--- config.mk ---
export PLATFORM = sky130hd
export DESIGN_NAME = strip_dirty_box_tracker_unit
export DESIGN_NICKNAME = d
export VERILOG_FILES = /design/src/rtl/core/sdbt_pkg.sv /design/src/rtl/core/sdbt_front.sv /design/src/rtl/core/sdbt_queue.sv /design/src/rtl/core/sdbt_back.sv /design/src/rtl/core/strip_dirty_box_tracker_unit.sv
export SDC_FILE = /design/constraint.sdc
export NUM_CORES = 1
export LEC_CHECK = 0
export ABC_AREA = 1
export BUFFER_PORTS_ARGS = -buffer_cell sky130_fd_sc_hd__buf_4
export CORE_ASPECT_RATIO = 0.75
export CORE_MARGIN = 2
export CORE_UTILIZATION = 23
export DETAILED_ROUTE_END_ITERATION = 10
export PLACE_DENSITY_LB_ADDON = 0.08
export SETUP_SLACK_MARGIN = 0.3
export SYNTH_ARGS = -nofsm -noshare
export SYNTH_HDL_FRONTEND = slang
export SYNTH_HIERARCHICAL = 1
export SYNTH_SLANG_ARGS = --single-unit
--- constraint.sdc ---
create_clock -name i_clk -period 15.8 [get_ports i_clk]
set_clock_uncertainty 0.15 [all_clocks]
set_input_delay 3.16 -clock i_clk [delete_from_list [all_inputs] [get_ports i_clk]]
set_output_delay 3.16 -clock i_clk [all_outputs]
set_load 0.05 [all_outputs]
--- src/rtl/core/sdbt_pkg.sv ---
// Shared types and constants for the strip dirty box tracker.
// Used by every module in rtl/core; depends on nothing else.
`timescale 1ns / 1ps
`default_nettype none
package sdbt_pkg;
    localparam int SCREEN_WIDTH  = 368;
    localparam int SCREEN_HEIGHT = 448;
    localparam int STRIP_ROWS    = 64;
    localparam int STRIPS        = 7;
    localparam int GATHER_RESET  = 128 * 64;

    localparam int FIELD_W = 12;
    localparam int COORD_W = 9;
    localparam int LIMIT_W = 16;
    localparam int IDX_W   = (STRIPS > 1) ? $clog2(STRIPS) : 1;
    localparam int AREA_W  = 2 * COORD_W;

    typedef logic [COORD_W-1:0] t_coord;
    typedef logic [IDX_W-1:0]   t_idx;
    typedef logic [STRIPS-1:0]  t_mask;

    typedef enum logic [2:0] {
        ACT_MARK_BOX  = 3'd0,
        ACT_MARK_ROWS = 3'd1,
        ACT_MARK_ALL  = 3'd2,
        ACT_QUERY     = 3'd3,
        ACT_PRESENT   = 3'd4
    } t_action;

    typedef enum logic [1:0] {
        KIND_QUERY    = 2'd0,
        KIND_FULL     = 2'd1,
        KIND_GATHERED = 2'd2,
        KIND_NONE     = 2'd3
    } t_kind;

    typedef enum logic {
        ST_IDLE = 1'b0,
        ST_RUN  = 1'b1
    } t_state;

    // One classified command as it travels from the front to the back.
    typedef struct packed {
        t_action action;
        logic    hit;
        t_coord  x0;
        t_coord  x1;
        t_coord  y0;
        t_coord  y1;
        t_idx    first;
        t_idx    last;
    } t_cmd;
endpackage
`default_nettype wire

--- src/rtl/core/sdbt_front.sv ---
// Front end: clips an incoming command and finds the strips it touches.
// Depends on sdbt_pkg.
`timescale 1ns / 1ps
`default_nettype none
module sdbt_front
    import sdbt_pkg::*;
(
    input  wire logic [2:0]         i_action,
    input  wire logic [FIELD_W-1:0] i_x_pos,
    input  wire logic [FIELD_W-1:0] i_y_pos,
    input  wire logic [FIELD_W-1:0] i_width_in,
    input  wire logic [FIELD_W-1:0] i_height_in,
    output logic                    o_keep,
    output t_cmd                    o_cmd
);
    logic signed [FIELD_W:0] xs, xe, ys, ye, x0, x1, y0, y1;
    logic                    col_ok, row_ok;
    logic [FIELD_W:0]        first_w, last_w;
    t_idx                    first, last;

    always_comb begin
        xs = (FIELD_W+1)'(signed'(i_x_pos));
        xe = xs + (FIELD_W+1)'(signed'(i_width_in));
        ys = (FIELD_W+1)'(signed'(i_y_pos));
        ye = ys + (FIELD_W+1)'(signed'(i_height_in));
        x0 = (xs < 0) ? '0 : xs;
        x1 = (xe > (FIELD_W+1)'(SCREEN_WIDTH)) ? (FIELD_W+1)'(SCREEN_WIDTH) : xe;
        y0 = (ys < 0) ? '0 : ys;
        y1 = (ye > (FIELD_W+1)'(SCREEN_HEIGHT)) ? (FIELD_W+1)'(SCREEN_HEIGHT) : ye;
        col_ok  = x0 < x1;
        first_w = (FIELD_W+1)'(unsigned'(y0) / STRIP_ROWS);
        last_w  = (FIELD_W+1)'(unsigned'(y1 - (FIELD_W+1)'(1)) / STRIP_ROWS);
        // Rows below the last strip belong to no strip.
        row_ok  = (y0 < y1) && (first_w < (FIELD_W+1)'(STRIPS));
        first   = first_w[IDX_W-1:0];
        last    = (last_w >= (FIELD_W+1)'(STRIPS)) ? IDX_W'(STRIPS - 1)
                                                   : last_w[IDX_W-1:0];

        o_cmd.action = t_action'(i_action);
        o_cmd.x0     = x0[COORD_W-1:0];
        o_cmd.x1     = x1[COORD_W-1:0];
        o_cmd.y0     = y0[COORD_W-1:0];
        o_cmd.y1     = y1[COORD_W-1:0];
        o_cmd.first  = first;
        o_cmd.last   = last;
        o_cmd.hit    = row_ok;
        o_keep       = 1'b0;
        unique case (i_action) inside
            ACT_MARK_BOX: begin
                o_cmd.hit = row_ok && col_ok;
                o_keep    = row_ok && col_ok;
            end
            ACT_MARK_ROWS: o_keep = row_ok;
            ACT_QUERY:     o_keep = 1'b1;
            ACT_MARK_ALL, ACT_PRESENT: begin
                o_cmd.first = '0;
                o_cmd.last  = IDX_W'(STRIPS - 1);
                o_keep      = 1'b1;
            end
            default: o_keep = 1'b0;
        endcase
    end
endmodule
`default_nettype wire

--- src/rtl/core/sdbt_queue.sv ---
// Two-entry command queue between the front and the back.
// Depends on sdbt_pkg.
`timescale 1ns / 1ps
`default_nettype none
module sdbt_queue
    import sdbt_pkg::*;
(
    input  wire logic i_clk,
    input  wire logic i_rst_n,
    input  wire logic i_push,
    input  wire t_cmd i_cmd,
    input  wire logic i_pop,
    output logic      o_full,
    output logic      o_empty,
    output t_cmd      o_cmd
);
    t_cmd       r_mem [2];
    logic       r_wp, r_rp;
    logic [1:0] r_cnt;

    assign o_full  = r_cnt == 2'd2;
    assign o_empty = r_cnt == 2'd0;
    assign o_cmd   = r_mem[r_rp];

    always_ff @(posedge i_clk) begin
        if (!i_rst_n) begin
            r_wp  <= 1'b0;
            r_rp  <= 1'b0;
            r_cnt <= 2'd0;
        end else begin
            if (i_push) r_wp <= ~r_wp;
            if (i_pop)  r_rp <= ~r_rp;
            r_cnt <= r_cnt + 2'(i_push) - 2'(i_pop);
        end
        if (i_push) r_mem[r_wp] <= i_cmd;
    end
endmodule
`default_nettype wire

--- src/rtl/core/sdbt_back.sv ---
// Back end: holds the strip flags and boxes and walks one strip per cycle.
// Depends on sdbt_pkg.
`timescale 1ns / 1ps
`default_nettype none
module sdbt_back
    import sdbt_pkg::*;
(
    input  wire logic               i_clk,
    input  wire logic               i_rst_n,
    input  wire logic               i_empty,
    input  wire t_cmd               i_cmd,
    input  wire logic [LIMIT_W-1:0] i_limit,
    output logic                    o_pop,
    output logic                    o_idle,
    output logic                    o_strobe,
    output logic [1:0]              o_kind,
    output logic [COORD_W-1:0]      o_left,
    output logic [COORD_W-1:0]      o_top,
    output logic [COORD_W-1:0]      o_right,
    output logic [COORD_W-1:0]      o_bottom,
    output logic                    o_region_dirty,
    output logic                    o_last
);
    t_state r_state, n_state;
    t_cmd   r_cmd;
    t_idx   r_idx;
    logic   r_any;
    t_mask  r_dirty;
    t_coord r_bl [STRIPS];
    t_coord r_br [STRIPS];
    t_coord r_bt [STRIPS];
    t_coord r_bb [STRIPS];

    logic                  r_strobe, r_rd, r_last;
    t_kind                 r_kind;
    t_coord                r_l, r_t, r_r, r_b;

    logic                  cur, at_end, done, res_v, res_rd, res_last, gathered;
    t_kind                 res_kind;
    t_coord                res_l, res_t, res_r, res_b, st, sb, pt, pb;
    logic signed [COORD_W:0] bw, bh;
    logic [AREA_W-1:0]     area;
    t_mask                 higher;

    always_comb begin
        n_state = r_state;
        unique case (r_state)
            ST_IDLE: if (!i_empty) n_state = ST_RUN;
            ST_RUN:  if (done) n_state = ST_IDLE;
            default: n_state = ST_IDLE;
        endcase
    end

    always_comb begin
        o_pop  = 1'b0;
        o_idle = 1'b0;
        unique case (r_state)
            ST_IDLE: begin
                o_pop  = !i_empty;
                o_idle = i_empty;
            end
            ST_RUN:  o_pop = 1'b0;
            default: o_pop = 1'b0;
        endcase
    end

    always_comb begin
        cur    = r_dirty[r_idx];
        at_end = r_idx == r_cmd.last;
        st     = COORD_W'(r_idx) * COORD_W'(STRIP_ROWS);
        sb     = st + COORD_W'(STRIP_ROWS);
        pt     = (r_cmd.y0 > st) ? r_cmd.y0 : st;
        pb     = (r_cmd.y1 < sb) ? r_cmd.y1 : sb;
        bw     = signed'({1'b0, r_br[r_idx]}) - signed'({1'b0, r_bl[r_idx]});
        bh     = signed'({1'b0, r_bb[r_idx]}) - signed'({1'b0, r_bt[r_idx]});
        area   = AREA_W'(bw[COORD_W-1:0]) * AREA_W'(bh[COORD_W-1:0]);
        gathered = (bw > 0) && (bh > 0) && (area <= AREA_W'(i_limit));
        // Dirty strips beyond this one decide whether this transfer is the last.
        higher = r_dirty & ~((t_mask'(2) << r_idx) - t_mask'(1));

        done     = at_end;
        res_v    = 1'b0;
        res_kind = KIND_QUERY;
        res_l    = '0;
        res_t    = '0;
        res_r    = '0;
        res_b    = '0;
        res_rd   = 1'b0;
        res_last = 1'b1;
        case (r_cmd.action)
            ACT_QUERY: begin
                if (!r_cmd.hit) begin
                    done  = 1'b1;
                    res_v = 1'b1;
                end else begin
                    res_v  = at_end;
                    res_rd = r_any | cur;
                end
            end
            ACT_PRESENT: begin
                if (cur) begin
                    res_v    = 1'b1;
                    res_last = higher == '0;
                    if (gathered) begin
                        res_kind = KIND_GATHERED;
                        res_l    = r_bl[r_idx];
                        res_t    = r_bt[r_idx];
                        res_r    = r_br[r_idx];
                        res_b    = r_bb[r_idx];
                    end else begin
                        res_kind = KIND_FULL;
                        res_t    = st;
                        res_r    = COORD_W'(SCREEN_WIDTH);
                        res_b    = sb;
                    end
                end else if (at_end && !r_any) begin
                    res_v    = 1'b1;
                    res_kind = KIND_NONE;
                end
            end
            default: res_v = 1'b0;
        endcase
    end

    always_ff @(posedge i_clk) begin
        if (!i_rst_n) begin
            r_state  <= ST_IDLE;
            r_strobe <= 1'b0;
            r_dirty  <= '1;
            r_idx    <= '0;
            r_any    <= 1'b0;
            for (int i = 0; i < STRIPS; i++) begin
                r_bl[i] <= '0;
                r_br[i] <= COORD_W'(SCREEN_WIDTH);
                r_bt[i] <= COORD_W'(i * STRIP_ROWS);
                r_bb[i] <= COORD_W'((i + 1) * STRIP_ROWS);
            end
        end else begin
            r_state  <= n_state;
            r_strobe <= (r_state == ST_RUN) && res_v;
            if (o_pop) begin
                r_cmd <= i_cmd;
                r_idx <= i_cmd.first;
                r_any <= 1'b0;
            end else if (r_state == ST_RUN) begin
                r_idx <= r_idx + IDX_W'(1);
                case (r_cmd.action) inside
                    ACT_MARK_BOX: begin
                        r_dirty[r_idx] <= 1'b1;
                        if (r_cmd.x0 < r_bl[r_idx]) r_bl[r_idx] <= r_cmd.x0;
                        if (r_cmd.x1 > r_br[r_idx]) r_br[r_idx] <= r_cmd.x1;
                        if (pt < r_bt[r_idx])       r_bt[r_idx] <= pt;
                        if (pb > r_bb[r_idx])       r_bb[r_idx] <= pb;
                    end
                    ACT_MARK_ROWS, ACT_MARK_ALL: begin
                        r_dirty[r_idx] <= 1'b1;
                        r_bl[r_idx]    <= '0;
                        r_br[r_idx]    <= COORD_W'(SCREEN_WIDTH);
                        r_bt[r_idx]    <= st;
                        r_bb[r_idx]    <= sb;
                    end
                    ACT_QUERY: r_any <= r_any | cur;
                    ACT_PRESENT: begin
                        if (cur) begin
                            r_any          <= 1'b1;
                            r_dirty[r_idx] <= 1'b0;
                            r_bl[r_idx]    <= COORD_W'(SCREEN_WIDTH);
                            r_br[r_idx]    <= '0;
                            r_bt[r_idx]    <= sb;
                            r_bb[r_idx]    <= st;
                        end
                    end
                    default: r_any <= r_any;
                endcase
            end
        end
        r_kind <= res_kind;
        r_l    <= res_l;
        r_t    <= res_t;
        r_r    <= res_r;
        r_b    <= res_b;
        r_rd   <= res_rd;
        r_last <= res_last;
    end

    assign o_strobe       = r_strobe;
    assign o_kind         = r_kind;
    assign o_left         = r_l;
    assign o_top          = r_t;
    assign o_right        = r_r;
    assign o_bottom       = r_b;
    assign o_region_dirty = r_rd;
    assign o_last         = r_last;
endmodule
`default_nettype wire

--- src/rtl/core/strip_dirty_box_tracker_unit.sv ---
// Top level of the strip dirty box tracker: front, command queue and back.
// Depends on sdbt_pkg, sdbt_front, sdbt_queue and sdbt_back.
//
//  Channel   Handshake                 Payload
//  command   start / busy              i_action, i_x_pos, i_y_pos, i_width_in, i_height_in
//  config    i_cfg_valid / o_cfg_ready i_cfg_data (gather_limit)
//  result    o_strobe (no stall)       o_kind, o_left, o_top, o_right, o_bottom,
//                                      o_region_dirty, o_last
//
// A command is classified on arrival and queued (two entries) unless it is a
// mark touching no strip or unknown; busy is high while the queue is full. The
// back dequeues a command, then walks one strip per cycle; a present gives at
// most one transfer per cycle. Results are registered and show in the cycle
// after their strip. Reset is synchronous and leaves every strip marked whole.
`timescale 1ns / 1ps
`default_nettype none
module strip_dirty_box_tracker_unit
    import sdbt_pkg::*;
(
    input  wire logic               i_clk,
    input  wire logic               i_rst_n,
    input  wire logic               start,
    output logic                    busy,
    input  wire logic [2:0]         i_action,
    input  wire logic [FIELD_W-1:0] i_x_pos,
    input  wire logic [FIELD_W-1:0] i_y_pos,
    input  wire logic [FIELD_W-1:0] i_width_in,
    input  wire logic [FIELD_W-1:0] i_height_in,
    input  wire logic               i_cfg_valid,
    output logic                    o_cfg_ready,
    input  wire logic [LIMIT_W-1:0] i_cfg_data,
    output logic                    o_strobe,
    output logic [1:0]              o_kind,
    output logic [COORD_W-1:0]      o_left,
    output logic [COORD_W-1:0]      o_top,
    output logic [COORD_W-1:0]      o_right,
    output logic [COORD_W-1:0]      o_bottom,
    output logic                    o_region_dirty,
    output logic                    o_last
);
    logic               keep, full, empty, pop, back_idle;
    t_cmd               f_cmd, q_cmd;
    logic [LIMIT_W-1:0] r_limit;

    assign busy        = full;
    assign o_cfg_ready = 1'b1;

    always_ff @(posedge i_clk) begin
        if (!i_rst_n) begin
            r_limit <= LIMIT_W'(GATHER_RESET);
        end else if (i_cfg_valid) begin
            r_limit <= i_cfg_data;
        end
    end

    sdbt_front u_front (
        .i_action    (i_action),
        .i_x_pos     (i_x_pos),
        .i_y_pos     (i_y_pos),
        .i_width_in  (i_width_in),
        .i_height_in (i_height_in),
        .o_keep      (keep),
        .o_cmd       (f_cmd)
    );

    sdbt_queue u_queue (
        .i_clk   (i_clk),
        .i_rst_n (i_rst_n),
        .i_push  (start && !full && keep),
        .i_cmd   (f_cmd),
        .i_pop   (pop),
        .o_full  (full),
        .o_empty (empty),
        .o_cmd   (q_cmd)
    );

    sdbt_back u_back (
        .i_clk          (i_clk),
        .i_rst_n        (i_rst_n),
        .i_empty        (empty),
        .i_cmd          (q_cmd),
        .i_limit        (r_limit),
        .o_pop          (pop),
        .o_idle         (back_idle),
        .o_strobe       (o_strobe),
        .o_kind         (o_kind),
        .o_left         (o_left),
        .o_top          (o_top),
        .o_right        (o_right),
        .o_bottom       (o_bottom),
        .o_region_dirty (o_region_dirty),
        .o_last         (o_last)
    );

`ifndef SYNTHESIS
    a_query_last: assert property (@(posedge i_clk) disable iff (!i_rst_n)
        o_strobe && o_kind == KIND_QUERY |-> o_last && o_right == '0)
        else $error("query answer not a single final result");
    a_none_last: assert property (@(posedge i_clk) disable iff (!i_rst_n)
        o_strobe && o_kind == KIND_NONE |-> o_last && !o_region_dirty)
        else $error("empty present result malformed");
    a_xfer_shape: assert property (@(posedge i_clk) disable iff (!i_rst_n)
        o_strobe && (o_kind == KIND_FULL || o_kind == KIND_GATHERED)
        |-> !o_region_dirty && o_right > o_left && o_bottom > o_top)
        else $error("transfer rectangle empty");
    a_idle_quiet: assert property (@(posedge i_clk) disable iff (!i_rst_n)
        back_idle && empty |=> !o_strobe)
        else $error("result while idle");
`endif
endmodule
`default_nettype wire

### Word level (Yosys, flattened, before mapping)

Memory sizes are Yosys's and may differ from the RTL's. A register that Yosys moved wholly into a read port is not among the register bits.
Index checks and enable logic that the tools add are counted.

* memories: 5
* bits in writable memories: 344
* output and inout port bits: 43
* flip-flop bits (word level): 116
* word-level logic and storage cells: 239
* bits of input ports: 71

Memories
* u_queue.r_mem: depth 2, width 46, rd ports 1, clocked after Yosys merged registers in 1, write ports 1, line sdbt_queue.sv:17 `t_cmd r_mem [2];`
* u_back.r_bb: depth 7, width 9, rd ports 1, clocked after Yosys merged registers in 1, write ports 7, line sdbt_back.sv:32 `t_coord r_bb [STRIPS];`
* u_back.r_bl: depth 7, width 9, rd ports 1, clocked after Yosys merged registers in 1, write ports 7, line sdbt_back.sv:29 `t_coord r_bl [STRIPS];`
* u_back.r_br: depth 7, width 9, rd ports 1, clocked after Yosys merged registers in 1, write ports 7, line sdbt_back.sv:30 `t_coord r_br [STRIPS];`
* u_back.r_bt: depth 7, width 9, rd ports 1, clocked after Yosys merged registers in 1, write ports 7, line sdbt_back.sv:31 `t_coord r_bt [STRIPS];`

* muxes and demuxes: 111
* order comparisons: 19
* reduce and logical (&&, ||, !) cells: 35
* equality and inequality tests: 11
* shift-type cells: 1
* add/subtract/negate cells: 10
* multiply operators: 1
* bitwise logic cells: 21

Operators with widths (number)
* $mux 9: 17
* $mux 1: 60
* $mux 13: 4
* $mux 3: 15
* $reduce_or 9->1: 4
* $mux 7: 5
* $gt 9x9->1: 3
* $lt 9x9->1: 3
* $add 12x12->13: 2
* $gt 13x10->1 const B: 2
* $lt 13x13->1: 2
* $lt 12x1->1 const B: 2
* $gt 10x1->1 const B: 2
* $sub 9x9->10: 2
* $le 18x16->1: 1
* $mul 9x9->18: 1
* $and 7x7->7: 2
* $not 7->7: 2
* $sub 13x2->13 const B: 1
* $eq 3x2->1 const B: 4
* $reduce_and 5->1: 2
* $add 9x7->9 const B: 1
* $logic_and 1x1->1: 9
* $or 1x1->1: 9
* other kinds (32): 54

### Depth between registers and ports, before layout

Gate-level depths: netlist (run 1).

* depth after elaboration: 14
* gate-level depth with buffers: 49
* gate-level depth less buffers: 46

### Hierarchy

The synthesis (run 1) kept the hierarchy.

By module, submodules not included
* sdbt_back: sequential area each 10700.3 µm², cells an instance 2387, area an instance 21569.4 µm², times used 1
* sdbt_queue: sequential area each 2862.7 µm², cells an instance 176, area an instance 3747.3 µm², times used 1
* sdbt_front: sequential area each 0.0 µm², cells an instance 428, area an instance 2367.3 µm², times used 1
* strip_dirty_box_tracker_unit: sequential area each 320.3 µm², cells an instance 104, area an instance 690.7 µm², times used 1

### Worst setup path before layout (run 1)

No wires, ideal clock.

* kind: input to register
* start: input port i_x_pos[0]
* end: memory u_queue/r_mem[0][0] (netlist name) (enable)
* library setup time: 450 ps
* setup slack: 6874 ps
* path buffers: 0
* data required time: 15200 ps
* cell stages on the path: 27
* arrival time: 8326 ps
* cell sequence: ha_1 inv_1 fa_1 o21ai_0 a21oi_1 o21bai_1 nand2_1 nand2_1 nand2_1 o21ai_0 nand2_1 inv_1 nor2_1 ha_1 a21oi_1 nor2_1 a211oi_1 o21ai_0 inv_1 nand3_1 nand2_1 nand2_1 a21oi_1 nand2_1 nor2_1 inv_1 nor2_1

* longest elaborated chain between the ends: 9
* elaborated cells between the ends (all ways): 11
* those cells by class: 1 x add/sub; 3 x order compare; 5 x mux; 2 x reduce/logical

Ends and longest elaborated chain
* start: declaration: line strip_dirty_box_tracker_unit.sv:25 `input wire logic [FIELD_W-1:0] i_x_pos,`
* $add 12x12->13: line sdbt_front.sv:23 `xe = xs + (FIELD_W+1)'(signed'(i_width_in));`
* $gt 13x10->1: line sdbt_front.sv:27 `x1 = (xe > (FIELD_W+1)'(SCREEN_WIDTH)) ? (FIELD_W+1)'(SCREEN_WIDTH) : xe;`
* $mux 13: line sdbt_front.sv:27
* $lt 13x13->1 *: line sdbt_front.sv:30 `col_ok = x0 < x1;`
* $logic_and 1x1->1 *: line sdbt_front.sv:51 `o_keep = row_ok && col_ok;`
* $pmux 1 s3 *: line sdbt_front.sv:48 `unique case (i_action) inside`
* via keep: line strip_dirty_box_tracker_unit.sv:41 `logic keep, full, empty, pop, back_idle;`
* $logic_and 1x1->1 *: line strip_dirty_box_tracker_unit.sv:69 `.i_push (start && !full && keep),`
* $mux 1 *: line sdbt_queue.sv:35 `if (i_push) r_mem[r_wp] <= i_cmd;`
* $mux 1 (not written as such) *: line sdbt_queue.sv:35
* end: declaration: line sdbt_queue.sv:17

Mark *: on every way through the listed nets, which the timed path passes. The rest lies on a longest branch.

==> reports/metrics.cfg, run 1 <==
[outcome]
status = completed

[worst_hold_path]
hold_start = r_limit[13]$_SDFFE_PN1P_
hold_end = r_limit[13]$_SDFFE_PN1P_
worstHoldPathCells = 2
hold_class = register to register

[logic_synthesis]
synth_top_cell_by_area = edfxtp_1
syn_area_um2 = 28400
ys_warn_count = 6
ys_seq_area_share_pct = 48.9
async_flop_share_pct = 0
synth_top_area_share_pct = 41.0
synth_cells = 3095
synth_fp_nets = 3383
synth.distinct_cells = 65
ys_ff_latch = 500
synth.avg_cell_area_um2 = 9.17
ys_top_cells_by_area = edfxtp_1 41%, dfxtp_1 8.0%, nand2_1 7.2%
synth-edff-count = 387
ys.flop_type = edfxtp_1

[worst_setup_path]
r2r-end = u_back/o_left[5]$_SDFF_PN0_
path_buf_inv = 10
worstPathArrival_ns = 10.76
cp.depth = 43
path_class = register to register
worstSetupStartpointType = register
endpoint_kind = register
crit_slowest_cell = o21ai_0
crit_path_frequent_cell = nand2_1
cp_slowest_stage_delay_ns = 0.86
path_delay_family = adder cells
reg2reg_depth = 43
rrSetupSlack_ns = 5.46
crit_required_ns = 16.22
crit_fanout = 61

[detailed_routing]
viasPerCell = 4.35
vias = 21200
first_pass_iters = 5
drc_errors = 0
ant_nets = 0
wl_per_cell_um = 20.0
drt-initial-drc-count = 1522
routed_wl_um = 97900

[floorplanning]
start_util_pct = 23.2
core-area_um2 = 122000
die_width_um = 410
dieArea_um2 = 126000
die_h_um = 308
rows = 111
ios = 114

[sta]
fmax_ghz = 0.0967
fin_crit_sh_pct = 65.5
tns_ns = 0
relSlewSlack_pct = 13.4
grt_setup_unrepaired = no
min_period_ns = 10.34
worst_slew_pin_slew_ns = 1.29
finalHoldViolCount = 0
finalMaxSlewViolations = 0
final-setup-viol-count = 0

[grt]
grtUsageTotal_pct = 15.4
grt_max_degree = 76
grt_overflow = 0
grt_pass1_wl_um = 144000
antenna_found_initial = 7
grt_pass1_vias = 21000

[finish]
num_antenna_cells = 0
utilization_pct = 26.9
syn2layout_area_growth_pct = 16.1
multi_input_area_um2 = 12200
nets = 3492
final_layout_size_suffix_gt1_share_pct = 13.4
n_fill_cell = 13200
ff_latch_area_um2 = 13900

[place]
dp_hpwl_um = 73000
portBuffers = 112
place_congestion = 0.822

[clock_tree]
cts_buffer_depth = 3
numCtsBuffers = 56
clkSlewWorstSetupHoldPaths_ns = 0.06
cts.sinks = 500
clock-root-buffer = clkbuf_16
clock_latency_ns = 0.64
htree_levels = 2
post_cts_buffers = 0
cts_tree = yes
cts_hold_buf = 0
ctsResizeCount = 0

[job]
drv_cap = 0

==> worst min-delay path: cells and delay by family, from the launching register on <==
kind / cells / cell delay, ns
flops: 1 / 0.33
simple gates: 2 / 0.10
==> routing by layer <==
layer | part of all wire [%] | up-vias | global-route usage [%]
met1 | 54 | 10300 | 24.7
met4 | 1.6 | 0 | 3.03
met2 | 39 | 440 | 21.1
met3 | 5.2 | 94 | 2.49
met5 | 0 | - | 0
li1 | - | 10400 | -
==> registers in the layout (all words and copies together), names as in the netlist, 2 cells and up, named ones only <==
register / count
u_queue/r_mem: 92
u_back/r_bb: 72
u_back/r_bl: 72
u_back/r_br: 72
u_back/r_bt: 72
u_back/r_cmd: 43
r_limit: 16
u_back/o_bottom: 9
u_back/o_left: 9
u_back/o_right: 9
u_back/o_top: 9
u_back/r_idx: 3
u_back/o_kind: 2
u_queue/r_cnt: 2
==> worst max-delay path by stage <==
stage,startpoint,end,slack [ns]
after global routing,register,u_back/o_left[5]$_SDFF_PN0_,4.65
after CTS,register,u_back/o_left[5]$_SDFF_PN0_,5.50
final,register,u_back/o_left[5]$_SDFF_PN0_,5.46
after floorplan,i_x_pos[0],u_queue/r_mem[0][0]$_DFFE_PP_,6.87
after detailed placement,register,u_back/o_left[5]$_SDFF_PN0_,5.54
after global placement,register,u_back/o_left[8]$_SDFF_PN0_,5.50
==> layout by cell type (no fill, tap or decap), drive strengths merged, types with 2 or more instances in the layout <==
| cell type | count |
|---|---|
| edfxtp | 387 |
| a21o | 4 |
| o31ai | 2 |
| nor4 | 2 |
| clkbuf | 83 |
| clkinvlp | 3 |
| o221ai | 15 |
| nand3b | 7 |
| xor2 | 21 |
| a22oi | 2 |
| a21boi | 3 |
| nand2 | 561 |
| or2 | 7 |
| o22ai | 58 |
| fa | 54 |
| nor3 | 21 |
| ha | 163 |
| nand3 | 91 |
| clkinv | 16 |
| a211oi | 4 |
| nor2 | 534 |
| inv | 442 |
| buf | 163 |
| o21bai | 8 |
| dfxtp | 113 |
| o21ai | 266 |
| o211ai | 10 |
| o21a | 3 |
| a21oi | 114 |
| a31oi | 5 |
| nand4 | 19 |
| xnor2 | 16 |
| mux2 | 46 |
==> final cells by class <==
cell class | count | share of cell area (%)
Clock buffer | 83 | 5.18
Clock inverter | 20 | 0.521
Inverter | 442 | 5.07
Multi-Input combinational cell | 2041 | 37.1
Sequential cell | 500 | 42.2
Tap cell | 1638 | 6.22
Timing Repair Buffer | 163 | 3.72
==> stage by stage <==
stage | cell area [um2] | std cells | setup WS, ns | hold WS [ns]
after detailed placement | 31100 | 4784 | 5.54 | 0.299
final | 32900 | 4887 | 5.46 | 0.308
after floorplan | 28400 | 3095 | 6.87 | 0.274
after global routing | 32900 | 4887 | 4.65 | 0.329
after CTS | 32900 | 4887 | 5.50 | 0.309
after global placement | 31100 | 4784 | 5.50 | 0.299
==> logic make-up (layout without fill, tap and decap cells) <==
logic type,count (synthesis),count (layout),share of synthesized area (%)
buffers and inverters,554,708,8.09
other,1,1,0.0132
AO/OA/AOI/OAI,498,498,9.94
AND/OR/NAND/NOR,1242,1242,18.4
XOR/XNOR,37,37,1.29
multiplexers,46,46,2.35
flip-flops,500,500,48.9
adder cells (fa/ha/maj),217,217,11.0
==> Yosys cell counts (11+ instances only) <==
cell / instances
inv_2: 27
o21ai_1: 21
xnor2_1: 16
mux2_4: 40
xor2_1: 17
nor3_1: 17
o221ai_1: 15
fa_1: 54
buf_4: 12
ha_1: 163
nand3_1: 79
inv_1: 408
nand4_1: 17
nor2_1: 500
nor2_2: 26
o21ai_0: 234
nand2_1: 545
o21ai_2: 11
a21oi_1: 110
buf_2: 15
clkbuf_1: 66
o22ai_1: 57
edfxtp_1: 387
dfxtp_1: 113
Power of run 1 is not shown: default switching activity piles up to over one toggle a cycle in this logic, so the estimate is an artifact.
==> run 2: changes to the inputs <==
- ABC_AREA: 1 -> 0
- clock period: 15.8 -> 9.4 ns (I/O delays scaled with it)
==> run 2 against run 1 <==
  * Routed wire length is 4.7% lower
  * Register-to-register slack worse by 4.9 ns
  * Hold slack better by 0.013 ns
  * Cell count is 15% lower
  * Global-route usage is 0.22 points lower
  * Count of clock-buffer cells in the layout is 10 lower
  * Via count is 12% lower
  * Critical path type unchanged
  * Critical endpoint is now u_back/o_top[7]$_SDFF_PN0_
  * Largest cell class unchanged
==> reports/metrics.cfg, run 2 <==
[finish]
final_layout_size_suffix_gt1_share_pct = 25.2  ; was 13.4%
regMostFlops = u_queue/r_mem  ; unchanged
largest_reg_flops = 92  ; unchanged
multi_input_area_um2 = 12700  ; was 12,200 um2
layout_commonest_cell = edfxtp_1  ; was nand2_1
ff_latch_area_um2 = 13900  ; about the same
layout_common_cells = 387 x edfxtp_1, 291 x buf_4, 284 x nor2_1  ; was 545 x nand2_1, 498 x nor2_1, 406 x inv_1
nets = 2855  ; was 3,492
syn2layout_area_growth_pct = 22.7  ; was 16.1%
n_fill_cell = 12200  ; was 13,200

[logic_synthesis]
ys_top_cells_by_area = edfxtp_1 42%, dfxtp_1 8.2%, ha_1 7.4%  ; was edfxtp_1 41%, dfxtp_1 8.0%, nand2_1 7.2%
ys_seq_area_share_pct = 50.5  ; was 48.9%
ys_top_cells_by_count = 387 x edfxtp_1, 290 x nor2_1, 202 x inv_1  ; was 545 x nand2_1, 500 x nor2_1, 408 x inv_1
synth.avg_cell_area_um2 = 12.0  ; was 9.17 um2
synth.distinct_cells = 103  ; was 65
ys_ff_latch = 500  ; unchanged
synth-edff-count = 387  ; unchanged
synth_fp_nets = 2574  ; was 3,383
yosysMostFrequentCell = edfxtp_1  ; was nand2_1
async_flop_share_pct = 0  ; unchanged
ys.flop_type = edfxtp_1  ; unchanged
synth_cells = 2286  ; was 3,095
synth_top_cell_by_area = edfxtp_1  ; unchanged
syn_area_um2 = 27500  ; was 28,400 um2
ys_warn_count = 6  ; unchanged
synth_top_area_share_pct = 42.3  ; was 41.0%

[detailed_routing]
viasPerCell = 4.48  ; was 4.35
first_pass_iters = 5  ; unchanged
drt-initial-drc-count = 1289  ; was 1,522
ant_nets = 0  ; unchanged
routed_wl_um = 93300  ; was 97,900 um
wl_per_cell_um = 22.4  ; was 20.0 um
drc_errors = 0  ; unchanged
vias = 18700  ; was 21,200

[grt]
grt_pass1_vias = 19300  ; was 21,000
grt_pass1_wl_um = 136000  ; was 144,000 um
grt_max_degree = 48  ; was 76
grtUsageTotal_pct = 15.1  ; was 15.4%
grt_overflow = 0  ; unchanged
antenna_found_initial = 6  ; was 7

[place]
place_congestion = 0.821  ; was 0.822
post-place-ws_ns = -0.0831  ; was 5.54 ns
dp_hpwl_um = 71500  ; was 73,000 um
portBuffers = 112  ; unchanged

[worst_setup_path]
worstSetupStartpointType = register  ; unchanged
worstPathArrival_ns = 9.25  ; was 10.76 ns
reg2reg_depth = 39  ; was 43
crit_fanout = 4  ; was 61
rrSetupSlack_ns = 0.54  ; was 5.46 ns
crit_path_frequent_cell = fa_1  ; was nand2_1
cp_slowest_stage_delay_ns = 0.55  ; was 0.86 ns
r2r-end = u_back/o_top[7]$_SDFF_PN0_  ; was u_back/o_left[5]$_SDFF_PN0_
path_class = register to register  ; unchanged
crit_slowest_cell = fa_1  ; was o21ai_0
crit_required_ns = 9.79  ; was 16.22 ns
endpoint_kind = register  ; unchanged
path_buf_inv = 8  ; was 10
path_delay_family = adder cells  ; unchanged

[sta]
relSlewSlack_pct = 8.88  ; was 13.4%
fin_crit_sh_pct = 94.2  ; was 65.5%
grt_setup_unrepaired = no  ; unchanged
final-setup-viol-count = 0  ; unchanged
min_period_ns = 8.86  ; was 10.34 ns
setup_ws_ns = 0.542  ; was 5.46 ns
finalHoldViolCount = 0  ; unchanged
worst_slew_pin_slew_ns = 1.36  ; was 1.29 ns
finalMaxSlewViolations = 0  ; unchanged
fmax_ghz = 0.113  ; was 0.0967 GHz

[floorplanning]
ios = 114  ; unchanged
die_h_um = 303  ; was 308 um
core-area_um2 = 118000  ; was 122,000 um2
start_util_pct = 23.3  ; was 23.2%
dieArea_um2 = 122000  ; was 126,000 um2
rows = 109  ; was 111
die_width_um = 403  ; was 410 um

[worst_hold_path]
hold_start = u_back/r_bl[6][0]$_SDFFE_PN0P_  ; was r_limit[13]$_SDFFE_PN1P_
hold_end = u_back/r_bl[6][0]$_SDFFE_PN0P_  ; was r_limit[13]$_SDFFE_PN1P_
hold_class = register to register  ; unchanged
worstHoldPathCells = 2  ; unchanged

[clock_tree]
clock-root-buffer = clkbuf_16  ; unchanged
cts_buffer_depth = 3  ; unchanged
clkSlewWorstSetupHoldPaths_ns = 0.06  ; about the same
cts.sinks = 500  ; unchanged
clock_latency_ns = 0.64  ; about the same
htree_levels = 2  ; unchanged
cts_tree = yes  ; unchanged
numCtsBuffers = 56  ; unchanged

[job]
drv_cap = 0  ; unchanged

[outcome]
status = completed  ; unchanged

## run 2: cell count changes after synthesis, moves of 38 or more
cell,previous run,this run
a21oi_1,110,69
inv_1,408,202
mux2i_1,0,54
mux4_2,0,73
nand2_1,545,153
nand2b_1,0,38
nand3_1,79,38
nor2_1,500,290
nor2b_1,0,60
o21ai_0,234,60
o22ai_1,57,7
## run 2: final cells by class
| class | count | share of cell area, % |
|---|---|---|
| Clock inverter | 32 | 1.15 |
| Tap cell | 1554 | 5.76 |
| Inverter | 204 | 2.27 |
| Clock buffer | 73 | 4.55 |
| Timing Repair Buffer | 307 | 7.44 |
| Antenna cell | 1 | 0.00742 |
| Multi-Input combinational cell | 1498 | 37.6 |
| Sequential cell | 500 | 41.2 |
## run 2: cells by family after synthesis
family                   after synthesis  share of synthesized area, %
AND/OR/NAND/NOR                      725                          12.6
flip-flops                           500                          50.5
AO/OA/AOI/OAI                        322                          8.56
buffers and inverters                288                          4.59
adder cells (fa/ha/maj)              217                          11.3
multiplexers                         179                          10.6
XOR/XNOR                              54                          1.82
other                                  1                        0.0136
## run 2: worst max path at each step
stage,slack (ns),cells after the start,from,endpoint
final,0.54,39,register,u_back/o_top[7]$_SDFF_PN0_
after floorplan,0.31,36,register,u_back/o_right[4]$_SDFF_PN0_
after global placement,-0.07,40,register,u_back/o_bottom[8]$_SDFF_PN0_
after global routing,0.24,42,register,u_back/o_top[7]$_SDFF_PN0_
after CTS,0.30,42,register,u_back/o_bottom[8]$_SDFF_PN0_
after detailed placement,-0.08,40,register,u_back/o_right[5]$_SDFF_PN0_
## run 2: worst min-delay path, delay by kind of cell, from the launching register on
family / cells / cell delay [ns]
DFF: 1 / 0.32
and+or+nand+nor: 1 / 0.06
AOI/OAI and AO/OA: 1 / 0.05
## run 2: repair_timing
item / CTS / global route
hold buffers: 0 / 0
buffers inserted: 3 / 11
setup endpoints to repair: 38 / 38
gates cloned: 2 / 1
pin swaps: 4 / 16
gates resized for setup: 20 / 49
## run 2: per-stage QoR
step / setup TNS, ns / instance area [um2] / utilization [%] / instances / hold slack (ns)
after floorplan: 0 / 27500 / - / 2286 / 0.279
after global placement: -0.420 / 31200 / 26.4 / 4045 / 0.298
after detailed placement: -1.39 / 31200 / 26.4 / 4045 / 0.306
after CTS: 0 / 33400 / 28.2 / 4155 / 0.316
after global routing: 0 / 33700 / 28.5 / 4168 / 0.341
final: 0 / 33700 / 28.5 / 4169 / 0.321
## run 2: per-layer routing
layer,vias up,wire length [um],track usage (%)
met1,9391,49800,24.3
met2,442,36900,20.8
li1,8782,-,-
met5,-,0,0
met4,0,1730,3.25
met3,79,4860,2.54
Power of run 2 is left out for the same reason.
